[src/rff_pkg.sv]
package rff_pkg;

  localparam int unsigned BYTE_W = 8;
  localparam int unsigned ADDR_W = 4;
  localparam int unsigned DATA_W = 32;

  // Register indexes, taken from paddr[3:2]
  localparam logic [1:0] REG_HDR_FIRST  = 2'd0;
  localparam logic [1:0] REG_HDR_SECOND = 2'd1;
  localparam logic [1:0] REG_HDR_THIRD  = 2'd2;

  localparam logic [BYTE_W-1:0] HDR_FIRST_RST  = 8'h55;
  localparam logic [BYTE_W-1:0] HDR_SECOND_RST = 8'haa;
  localparam logic [BYTE_W-1:0] HDR_THIRD_RST  = 8'hf0;

  // Fixed frame positions
  localparam int unsigned POS_HDR0 = 0;
  localparam int unsigned POS_HDR1 = 1;
  localparam int unsigned POS_HDR2 = 2;
  localparam int unsigned POS_SEQ  = 3;
  localparam int unsigned POS_PL0  = 4;
  localparam int unsigned POS_PL1  = 5;
  localparam int unsigned POS_PL2  = 6;
  localparam int unsigned POS_CHK  = 7;
  localparam int unsigned POS_TAIL = 10;

  typedef enum logic [1:0] {
    VERD_OK       = 2'd0,
    VERD_BAD_HDR  = 2'd1,
    VERD_REPEAT   = 2'd2,
    VERD_BAD_CSUM = 2'd3
  } verdict_t;

  typedef struct packed {
    logic [BYTE_W-1:0] first;
    logic [BYTE_W-1:0] second;
    logic [BYTE_W-1:0] third;
  } hdr_t;

  typedef struct packed {
    logic              accepted;
    verdict_t          verdict;
    logic [BYTE_W-1:0] payload_first;
    logic [BYTE_W-1:0] payload_second;
    logic [BYTE_W-1:0] payload_third;
    logic [BYTE_W-1:0] payload_check;
    logic [BYTE_W-1:0] accept_count;
  } res_t;

endpackage

[src/rff_cfg.sv]
module rff_cfg (
  input  logic                       clk,
  input  logic                       rst_n,
  input  logic                       psel,
  input  logic                       penable,
  input  logic                       pwrite,
  input  logic [rff_pkg::ADDR_W-1:0] paddr,
  input  logic [rff_pkg::DATA_W-1:0] pwdata,
  output logic [rff_pkg::DATA_W-1:0] prdata,
  output logic                       pready,
  output rff_pkg::hdr_t              hdr
);
  import rff_pkg::*;

  hdr_t       hdr_r;
  logic       wr_en;
  logic [1:0] reg_idx;

  assign pready  = 1'b1;
  assign reg_idx = paddr[3:2];
  assign wr_en   = psel & penable & pwrite;
  assign hdr     = hdr_r;

  always_ff @(posedge clk) begin
    if (!rst_n) begin
      hdr_r.first  <= HDR_FIRST_RST;
      hdr_r.second <= HDR_SECOND_RST;
      hdr_r.third  <= HDR_THIRD_RST;
    end else if (wr_en) begin
      case (reg_idx)
        REG_HDR_FIRST:  hdr_r.first  <= pwdata[BYTE_W-1:0];
        REG_HDR_SECOND: hdr_r.second <= pwdata[BYTE_W-1:0];
        REG_HDR_THIRD:  hdr_r.third  <= pwdata[BYTE_W-1:0];
        default: ;
      endcase
    end
  end

  always_comb begin
    case (reg_idx)
      REG_HDR_FIRST:  prdata = {{(DATA_W-BYTE_W){1'b0}}, hdr_r.first};
      REG_HDR_SECOND: prdata = {{(DATA_W-BYTE_W){1'b0}}, hdr_r.second};
      REG_HDR_THIRD:  prdata = {{(DATA_W-BYTE_W){1'b0}}, hdr_r.third};
      default:        prdata = '0;
    endcase
  end

endmodule

[src/rff_judge.sv]
module rff_judge #(
  parameter int unsigned MAX_FRAME = 11
) (
  input  logic                       clk,
  input  logic                       rst_n,
  input  logic                       item_en,
  input  logic [rff_pkg::BYTE_W-1:0] rx_byte,
  input  logic                       frame_start,
  input  rff_pkg::hdr_t              hdr,
  output logic                       res_valid,
  output rff_pkg::res_t              res
);
  import rff_pkg::*;

  localparam int unsigned IDX_W = $clog2(MAX_FRAME + 1);

  logic [BYTE_W-1:0] store_r   [MAX_FRAME];
  logic [BYTE_W-1:0] store_nxt [MAX_FRAME];
  logic [BYTE_W-1:0] vw        [MAX_FRAME];
  logic [IDX_W-1:0]  idx_r, idx_nxt, idx_inc;
  logic [IDX_W-1:0]  len_r, len_nxt, len_cap;
  logic              coll_r, coll_nxt;
  logic [BYTE_W-1:0] prev_seq_r, prev_seq_nxt;
  logic [BYTE_W-1:0] prev_tail_r, prev_tail_nxt;
  logic              seen_r, seen_nxt;
  logic [4*BYTE_W-1:0] held_r, held_nxt;
  logic [BYTE_W-1:0] total_r, total_nxt;
  logic              judge;
  logic              clear;
  logic              hdr_ok, repeat_hit, csum_ok;
  logic [BYTE_W+1:0] csum;
  verdict_t          verd;

  assign len_cap = (rx_byte > BYTE_W'(MAX_FRAME)) ? IDX_W'(MAX_FRAME) : rx_byte[IDX_W-1:0];
  assign idx_inc = idx_r + IDX_W'(1);

  always_comb begin
    judge = 1'b0;
    clear = 1'b0;
    idx_nxt  = idx_r;
    len_nxt  = len_r;
    coll_nxt = coll_r;
    for (int i = 0; i < MAX_FRAME; i++) begin
      store_nxt[i] = store_r[i];
      vw[i]        = store_r[i];
    end
    if (item_en) begin
      if (frame_start) begin
        // drop any partial frame and start afresh
        for (int i = 0; i < MAX_FRAME; i++) vw[i] = '0;
        clear    = 1'b1;
        idx_nxt  = '0;
        len_nxt  = len_cap;
        coll_nxt = (len_cap != '0);
        judge    = (len_cap == '0);
      end else if (coll_r) begin
        for (int i = 0; i < MAX_FRAME; i++) begin
          if (idx_r == IDX_W'(i)) vw[i] = rx_byte;
        end
        idx_nxt = idx_inc;
        if (idx_inc >= len_r) begin
          judge    = 1'b1;
          clear    = 1'b1;
          coll_nxt = 1'b0;
          idx_nxt  = '0;
          len_nxt  = '0;
        end
      end
    end
    for (int i = 0; i < MAX_FRAME; i++) begin
      store_nxt[i] = clear ? '0 : vw[i];
    end
  end

  assign hdr_ok = (vw[POS_HDR0] == hdr.first) && (vw[POS_HDR1] == hdr.second) &&
                  (vw[POS_HDR2] == hdr.third);
  assign repeat_hit = (vw[POS_SEQ] == prev_seq_r) || (vw[POS_TAIL] == prev_tail_r);
  assign csum = {2'b00, vw[POS_PL0]} + {2'b00, vw[POS_PL1]} + {2'b00, vw[POS_PL2]};
  assign csum_ok = ({2'b00, vw[POS_CHK]} == csum);

  always_comb begin
    verd          = VERD_OK;
    prev_seq_nxt  = prev_seq_r;
    prev_tail_nxt = prev_tail_r;
    seen_nxt      = seen_r;
    held_nxt      = held_r;
    total_nxt     = total_r;
    if (!hdr_ok) begin
      verd = VERD_BAD_HDR;
    end else if (repeat_hit) begin
      verd = VERD_REPEAT;
    end else begin
      // pair advances even when the checksum then fails
      prev_seq_nxt  = vw[POS_SEQ];
      prev_tail_nxt = vw[POS_TAIL];
      if (!csum_ok) begin
        verd = VERD_BAD_CSUM;
      end else begin
        if (seen_r) total_nxt = total_r + BYTE_W'(1);
        seen_nxt = 1'b1;
        held_nxt = {vw[POS_CHK], vw[POS_PL2], vw[POS_PL1], vw[POS_PL0]};
      end
    end
  end

  always_ff @(posedge clk) begin
    if (!rst_n) begin
      for (int i = 0; i < MAX_FRAME; i++) store_r[i] <= '0;
      idx_r       <= '0;
      len_r       <= '0;
      coll_r      <= 1'b0;
      prev_seq_r  <= '0;
      prev_tail_r <= '0;
      seen_r      <= 1'b0;
      held_r      <= '0;
      total_r     <= '0;
    end else begin
      for (int i = 0; i < MAX_FRAME; i++) store_r[i] <= store_nxt[i];
      idx_r  <= idx_nxt;
      len_r  <= len_nxt;
      coll_r <= coll_nxt;
      if (judge) begin
        prev_seq_r  <= prev_seq_nxt;
        prev_tail_r <= prev_tail_nxt;
        seen_r      <= seen_nxt;
        held_r      <= held_nxt;
        total_r     <= total_nxt;
      end
    end
  end

  assign res_valid          = judge;
  assign res.accepted       = (verd == VERD_OK);
  assign res.verdict        = verd;
  assign res.payload_first  = held_nxt[BYTE_W-1:0];
  assign res.payload_second = held_nxt[2*BYTE_W-1:BYTE_W];
  assign res.payload_third  = held_nxt[3*BYTE_W-1:2*BYTE_W];
  assign res.payload_check  = held_nxt[4*BYTE_W-1:3*BYTE_W];
  assign res.accept_count   = total_nxt;

endmodule

[src/rff_skid.sv]
module rff_skid (
  input  logic          clk,
  input  logic          rst_n,
  input  logic          push,
  input  rff_pkg::res_t push_data,
  output logic          full,
  output logic          out_valid,
  input  logic          out_stall,
  output rff_pkg::res_t out_data
);
  import rff_pkg::*;

  res_t out_r, skid_r;
  logic out_v_r, skid_v_r;
  logic pop;

  assign pop       = out_v_r & ~out_stall;
  assign full      = skid_v_r;
  assign out_valid = out_v_r;
  assign out_data  = out_r;

  always_ff @(posedge clk) begin
    if (!rst_n) begin
      out_v_r  <= 1'b0;
      skid_v_r <= 1'b0;
    end else if (!out_v_r || pop) begin
      if (skid_v_r) begin
        out_v_r  <= 1'b1;
        skid_v_r <= 1'b0;
      end else begin
        out_v_r <= push;
      end
    end else if (push) begin
      skid_v_r <= 1'b1;
    end
  end

  always_ff @(posedge clk) begin
    if (!out_v_r || pop) begin
      out_r <= skid_v_r ? skid_r : push_data;
    end else if (push) begin
      // hold the waiting item, park the new one
      skid_r <= push_data;
    end
  end

endmodule

[src/rf_frame_filter_core.sv]
// Channel | Handshake                  | Payload
// in      | in_valid / in_stall        | in_rx_byte, in_frame_start
// out     | out_valid / out_stall      | out_accepted, out_verdict, out_payload_*,
//         |                            | out_accept_count
// cfg     | psel penable pwrite pready | paddr, pwdata, prdata
//
// One byte is taken every cycle while in_stall is low; a finished frame's result is
// formed from its last byte by the single combinational judge stage between the
// frame store and the result register. A two-entry output buffer absorbs a stalled
// result; in_stall rises only when both entries are full.
// Reset (rst_n low, synchronous) clears the frame store, repeat pair, payload
// and counter, and loads the header registers with their defaults.
module rf_frame_filter_core #(
  parameter int unsigned MAX_FRAME = 11
) (
  input  logic                       clk,
  input  logic                       rst_n,
  input  logic                       in_valid,
  output logic                       in_stall,
  input  logic [rff_pkg::BYTE_W-1:0] in_rx_byte,
  input  logic                       in_frame_start,
  output logic                       out_valid,
  input  logic                       out_stall,
  output logic                       out_accepted,
  output logic [1:0]                 out_verdict,
  output logic [rff_pkg::BYTE_W-1:0] out_payload_first,
  output logic [rff_pkg::BYTE_W-1:0] out_payload_second,
  output logic [rff_pkg::BYTE_W-1:0] out_payload_third,
  output logic [rff_pkg::BYTE_W-1:0] out_payload_check,
  output logic [rff_pkg::BYTE_W-1:0] out_accept_count,
  input  logic                       psel,
  input  logic                       penable,
  input  logic                       pwrite,
  input  logic [rff_pkg::ADDR_W-1:0] paddr,
  input  logic [rff_pkg::DATA_W-1:0] pwdata,
  output logic [rff_pkg::DATA_W-1:0] prdata,
  output logic                       pready
);
  import rff_pkg::*;

  hdr_t hdr;
  res_t res, out_res;
  logic res_valid;
  logic full;
  logic item_en;

  assign in_stall = full;
  assign item_en  = in_valid & ~full;

  rff_cfg u_cfg (
    .clk     (clk),
    .rst_n   (rst_n),
    .psel    (psel),
    .penable (penable),
    .pwrite  (pwrite),
    .paddr   (paddr),
    .pwdata  (pwdata),
    .prdata  (prdata),
    .pready  (pready),
    .hdr     (hdr)
  );

  rff_judge #(
    .MAX_FRAME (MAX_FRAME)
  ) u_judge (
    .clk         (clk),
    .rst_n       (rst_n),
    .item_en     (item_en),
    .rx_byte     (in_rx_byte),
    .frame_start (in_frame_start),
    .hdr         (hdr),
    .res_valid   (res_valid),
    .res         (res)
  );

  rff_skid u_skid (
    .clk       (clk),
    .rst_n     (rst_n),
    .push      (res_valid),
    .push_data (res),
    .full      (full),
    .out_valid (out_valid),
    .out_stall (out_stall),
    .out_data  (out_res)
  );

  assign out_accepted       = out_res.accepted;
  assign out_verdict        = out_res.verdict;
  assign out_payload_first  = out_res.payload_first;
  assign out_payload_second = out_res.payload_second;
  assign out_payload_third  = out_res.payload_third;
  assign out_payload_check  = out_res.payload_check;
  assign out_accept_count   = out_res.accept_count;

endmodule
[config.mk]
export PLATFORM = sky130hd
export DESIGN_NAME = rf_frame_filter_core
export DESIGN_NICKNAME = d
export VERILOG_FILES = /design/src/rff_pkg.sv /design/src/rff_cfg.sv /design/src/rff_judge.sv /design/src/rff_skid.sv /design/src/rf_frame_filter_core.sv
export SDC_FILE = /design/constraint.sdc
export NUM_CORES = 1
export LEC_CHECK = 0
export ABC_AREA = 1
export BUFFER_PORTS_ARGS = -buffer_cell sky130_fd_sc_hd__buf_2
export CELL_PAD_IN_SITES_DETAIL_PLACEMENT = 1
export CELL_PAD_IN_SITES_GLOBAL_PLACEMENT = 1
export CORE_MARGIN = 2
export CORE_UTILIZATION = 38
export DETAILED_ROUTE_END_ITERATION = 8
export PLACE_DENSITY = 0.83
export REMOVE_ABC_BUFFERS = 1
export SETUP_SLACK_MARGIN = 0.5
export SYNTH_ARGS = -nofsm -noshare
export SYNTH_HDL_FRONTEND = slang
export SYNTH_SLANG_ARGS = --single-unit
[constraint.sdc]
create_clock -name clk -period 5.3 [get_ports clk]
set_clock_uncertainty 0.1 [all_clocks]
set_input_delay 0.795 -clock clk [delete_from_list [all_inputs] [get_ports clk]]
set_output_delay 0.795 -clock clk [all_outputs]
set_load 0.005 [all_outputs]
* Word level (Yosys, flattened, before mapping) *
Memories as Yosys holds them, arrays and structs flattened.
Index checks and enable logic that the tools add are counted.

word-level totals
  flip-flop bits (word level) = 178
  bits in writable memories = 88
  input port bits = 52
  output and inout port bits = 78
  memories = 1

memories
  memory           words  width  read ports  clocked after memory_dff  wr ports  RTL line         text
  u_judge.store_r  11     8      9           0                         11        rff_judge.sv:17  logic [BYTE_W-1:0] store_r [MAX_FRAME];

cells by class
  add/subtract/negate cells = 4
  $lt $le $gt $ge = 2
  equality and inequality tests = 24
  mux-type cells = 67
  bitwise gates (word level) = 20
  reduce and logical (&&, ||, !) cells = 23

operators with widths
  cell                 number
  $mux 8               37
  $mux 88              3
  $mux 32              3
  $mux 43              1
  $eq 8x8->1           5
  $mux 4               7
  $pmux 8 s3           1
  $eq 4x3->1 const B   4
  $eq 4x4->1 const B   3
  $mux 1               12
  $reduce_and 4->1     3
  $or 1x1->1           11
  $add 10x8->10        1
  $eq 8x10->1          1
  $ne 5x5->1 const B   2
  $reduce_and 2->1     5
  $add 8x8->9          1
  $add 8x1->8 const B  1
  $eq 4x2->1 const B   2
  $gt 8x4->1 const B   1
  $logic_not 4->1      2
  $ne 4x4->1 const B   2
  $mux 2               3
  $reduce_and 3->1     2
  other kinds (15)     27

* Longest topological paths before layout *
  depth after elaboration = 13
  gate-level depth with buffers = 35
  gate-level depth less buffers = 32

* By module *
Synthesis repeated with hierarchy kept, for this count alone.

second synthesis, totals
  cells, all modules = 1,707
  area total of the unflattened synthesis = 12,786.0 µm²

modules (own cells, without submodules)
  module                times used  cells an instance  area each (µm²)
  rff_judge             1           1,271              8,104.0
  rff_skid              1           235                3,311.9
  rff_cfg               1           199                1,360.1
  rf_frame_filter_core  1           2                  10.0

* Least setup slack after synthesis *
OpenSTA, ideal clock, no wires.

  path kind = input to register
  from = input in_valid
  to = register u_skid.out_r, in the netlist u_skid.out_data[1], data pin
  arrival = 4.736 ns
  required time = 4.947 ns
  slack = 0.211 ns
  stages = 31
  path through = inv_1 nor2_2 nand2_1 nor2_1 inv_1 nor2_1 nor3_1 ha_1 fa_1 nand3_1 nand2_1 a31oi_1 xnor2_1 ha_1 nand2_1 inv_1 a21oi_1 nand3_1 nand2_1 nand2_1 nand2_1 nand2_1 nor2_1 nand3_1 nor2_2 buf_2 nand3_1 nand2_1 nand2_1 nand2_1 nand2_1

RTL lines
  element               RTL line                    text
  start, declared       rf_frame_filter_core.sv:18  input logic in_valid,
  end signal, assigned  rff_skid.sv:40              out_r <= skid_v_r ? skid_r : push_data;
  end, declared         rff_skid.sv:13              res_t out_r, skid_r;

==> impl_metrics.toml <==
[setup_path]
slowest_delay_ps = 370
path_buf_inv = 6
start_kind = "register"
required_ps = 5610
cp.arrival_ps = 5210
reg2regPathDepth = 33
critPathCaptureType = "register"
critical_path_depth = 33
critPathMaxFanout = 19
path_common_cell = "nand2_1"
worst_path_dominant_cell_family = "simple AND/OR/NAND/NOR gates"
cp_slowest_cell = "dfxtp_4"
critPathKind = "register to register"

[global_routing]
met3_usage = 0.0274
busiest_layer = "met2"
grt_max_degree = 57
grt_use_met2 = 0.388
grt-ovfl-total = 0
grt.total_usage = 0.217
grt_pass1_vias = 12700
antenna_found_initial = 0
grt_pass1_wl_mm = 63.8
met1_usage = 0.268

[route]
drc = 0
vias_per_cell = 5.32
dr.pass1.iters = 5
wl_mm = 42.9
vias = 12700
wl_per_cell_um = 18.0
drt-initial-drc-count = 774
drtAntennaViolNets = 0

[power]
power_frac_seq = 0.457
p_sw_frac = 0.260
pwr_density_cell_mw_per_mm2 = 288
p_int_mw = 3.39
p_comb_frac = 0.093
switching_power_mw = 1.19
ir_worst_vdd_mv = 0.293
pwr-share-clk = 0.451
p_leak_nw = 7.68

[die]
start_util = 0.387
core_mm2 = 0.0337
die_area_mm2 = 0.0358
die_y_um = 189
pin_count = 130
die_w_um = 189
rows = 67

[logic_synthesis]
ys_seq_elements = 250
synth_cell_type_count = 37
synthCells = 1793
yosysSeqAreaShare = 0.450
avgSynthCellArea_um2 = 7.28
ys_warn_count = 0
synth_top_cell_by_area = "dfxtp_1"
synth_top_area_frac = 0.252
netlist_top_cells_area = "dfxtp_1 (25%), edfxtp_1 (20%), nand2_1 (13%)"
synthesis.area_mm2 = 0.0130

[placement]
place_ws_ps = -211
io_buffers = 78
dp_hpwl_mm = 26.1
finalWeightedCongestion = 0.863

[finish]
layout_common_cells = "nand2_1 (428), inv_1 (280), nand3_1 (159), dfxtp_1 (159), nor2_1 (128)"
syn_to_final_growth_pct = 21.8
antennaDiodeCount = 0
drive_above_1_share = 0.174
mostFrequentLayoutCell = "nand2_1"
num-fill-cells = 4197
multi_input_area_mm2 = 0.00610
regArea_mm2 = 0.00588
num-nets-final = 1992

[cts]
htree_levels = 1
cts_root_buf = "clkbuf_16"
cts_sinks = 250
path_clk_slew_ps = 60
cts_buffer_depth = 3
tritoncts = "done"
cts_made_buffers = 30
cts_hold_buf = 0
clk_latency_ps = 580

[timing]
layout_setup_ws_ps = 395
setup_viol = 0
worst_pin_slew_ps = 1030
rsz0062_at_grt = "yes"
min_period_over_period = 0.926
setup-tns-final_ps = 0
slew_headroom = 0.312
fin_crit_ps = 4910
hold_ws_ps = 371
fmax_mhz = 204
hold_violations = 0
finalMaxSlewViolations = 0

[run_status]
status = "finished, final reports clean"

[min_path]
worstHoldPathType = "register to register"
min_delay_path_depth = 2

[flow_run]
maxCapViolations = 0
## registers in the layout (all words and copies together) (netlist names), 4 cells and up
name,flops
u_judge.idx_r,4
u_judge.prev_seq_r,8
u_cfg.hdr,24
u_judge.len_r,4
u_judge.held_r,32
u_judge.total_r,8
u_judge.prev_tail_r,8
u_skid.skid_r,43
u_skid.out_data,43
u_judge.store_r,72
## cell type report
type                       count  area share
multi-input combinational   1168       0.383
sequential                   250       0.370
timing repair buffer         169      0.0805
inverter                     294      0.0697
clock buffer                  41      0.0523
tap                          448      0.0353
clock inverter                15     0.00889
## timing repair
item | CTS | global route
setup endpoints to repair | 124 | 127
gates cloned | 3 | 4
buffers inserted | 4 | 14
pin swaps | 10 | 32
resized for setup | 60 | 76
## per-layer routing
| metal | wire length (µm) | part of all wire |
|---|---|---|
| met4 | 1420 | 0.033 |
| met1 | 18000 | 0.42 |
| met5 | 0 | 0 |
| met3 | 1980 | 0.046 |
| met2 | 21500 | 0.50 |
## cell families after synthesis
kind of cell    Yosys count  synth area share
other cells               2          0.000576
xor+xnor                 16            0.0107
fa+ha+maj                27            0.0270
simple gates            887             0.296
buf+inv                 398             0.127
compound gates          213            0.0888
flops                   250             0.450
## synth_stat cells
cell type  instances
nor3_1            28
buf_4             33
a21oi_1           79
nor2_1           148
inv_2              7
xnor2_1            3
and3_1             1
nor2_2             6
o221ai_1           8
edfxtp_1          86
nand4_1           65
or2_2              1
nand2_2            3
buf_6              2
nand3_4            2
ha_1              25
a211oi_1           4
nor2_4             2
conb_1             2
a31oi_1            7
o22ai_1            2
clkbuf_1          42
xor2_1            13
buf_1              7
o211ai_1          13
clkinv_1           2
inv_1            285
o21bai_1           2
buf_2             20
nand2_1          443
nor4_1            26
dfxtp_1          164
a41oi_1            1
fa_1               2
o21ai_1           67
nand3_1          162
o21ai_0           30
## power by group through the flow
stage	Sequential (mW)	Clock [mW]	Combinational, mW
2_1_floorplan	2.12	0	0.217
3_3_place_gp	2.12	0	0.358
3_5_place_dp	2.13	0	0.379
4_1_cts	2.09	2.08	0.392
5_1_grt	2.09	2.15	0.469
6_report	2.09	2.06	0.423
## metrics by stage
stage,instances,total power [mW],utilization,area (µm²)
final,2385,4.57,0.472,15900
after global routing,2385,4.72,0.472,15900
after CTS,2367,4.55,0.457,15400
after detailed placement,2304,2.51,0.418,14100
after global placement,2304,2.48,0.418,14100
after floorplan,1712,2.34,-,12600
## worst register-to-register path: cells and delay by family (launching register included)
| family | cells | cell delay [ps] |
|---|---|---|
| xor+xnor | 1 | 170 |
| flops | 1 | 370 |
| compound gates | 5 | 710 |
| simple gates | 18 | 1860 |
| buf+inv | 6 | 760 |
| fa+ha+maj | 3 | 800 |
## path summary, 6_finish.rpt
check                    startpoint                      to  slack, ps
max                u_judge.idx_r[1]      u_skid.out_data[8]        390
max reg2reg        u_judge.idx_r[1]      u_skid.out_data[8]        390
min          u_judge.prev_tail_r[5]  u_judge.prev_tail_r[5]        370
min reg2reg  u_judge.prev_tail_r[5]  u_judge.prev_tail_r[5]        370
Note: power is estimated with default switching activity, not from simulation.
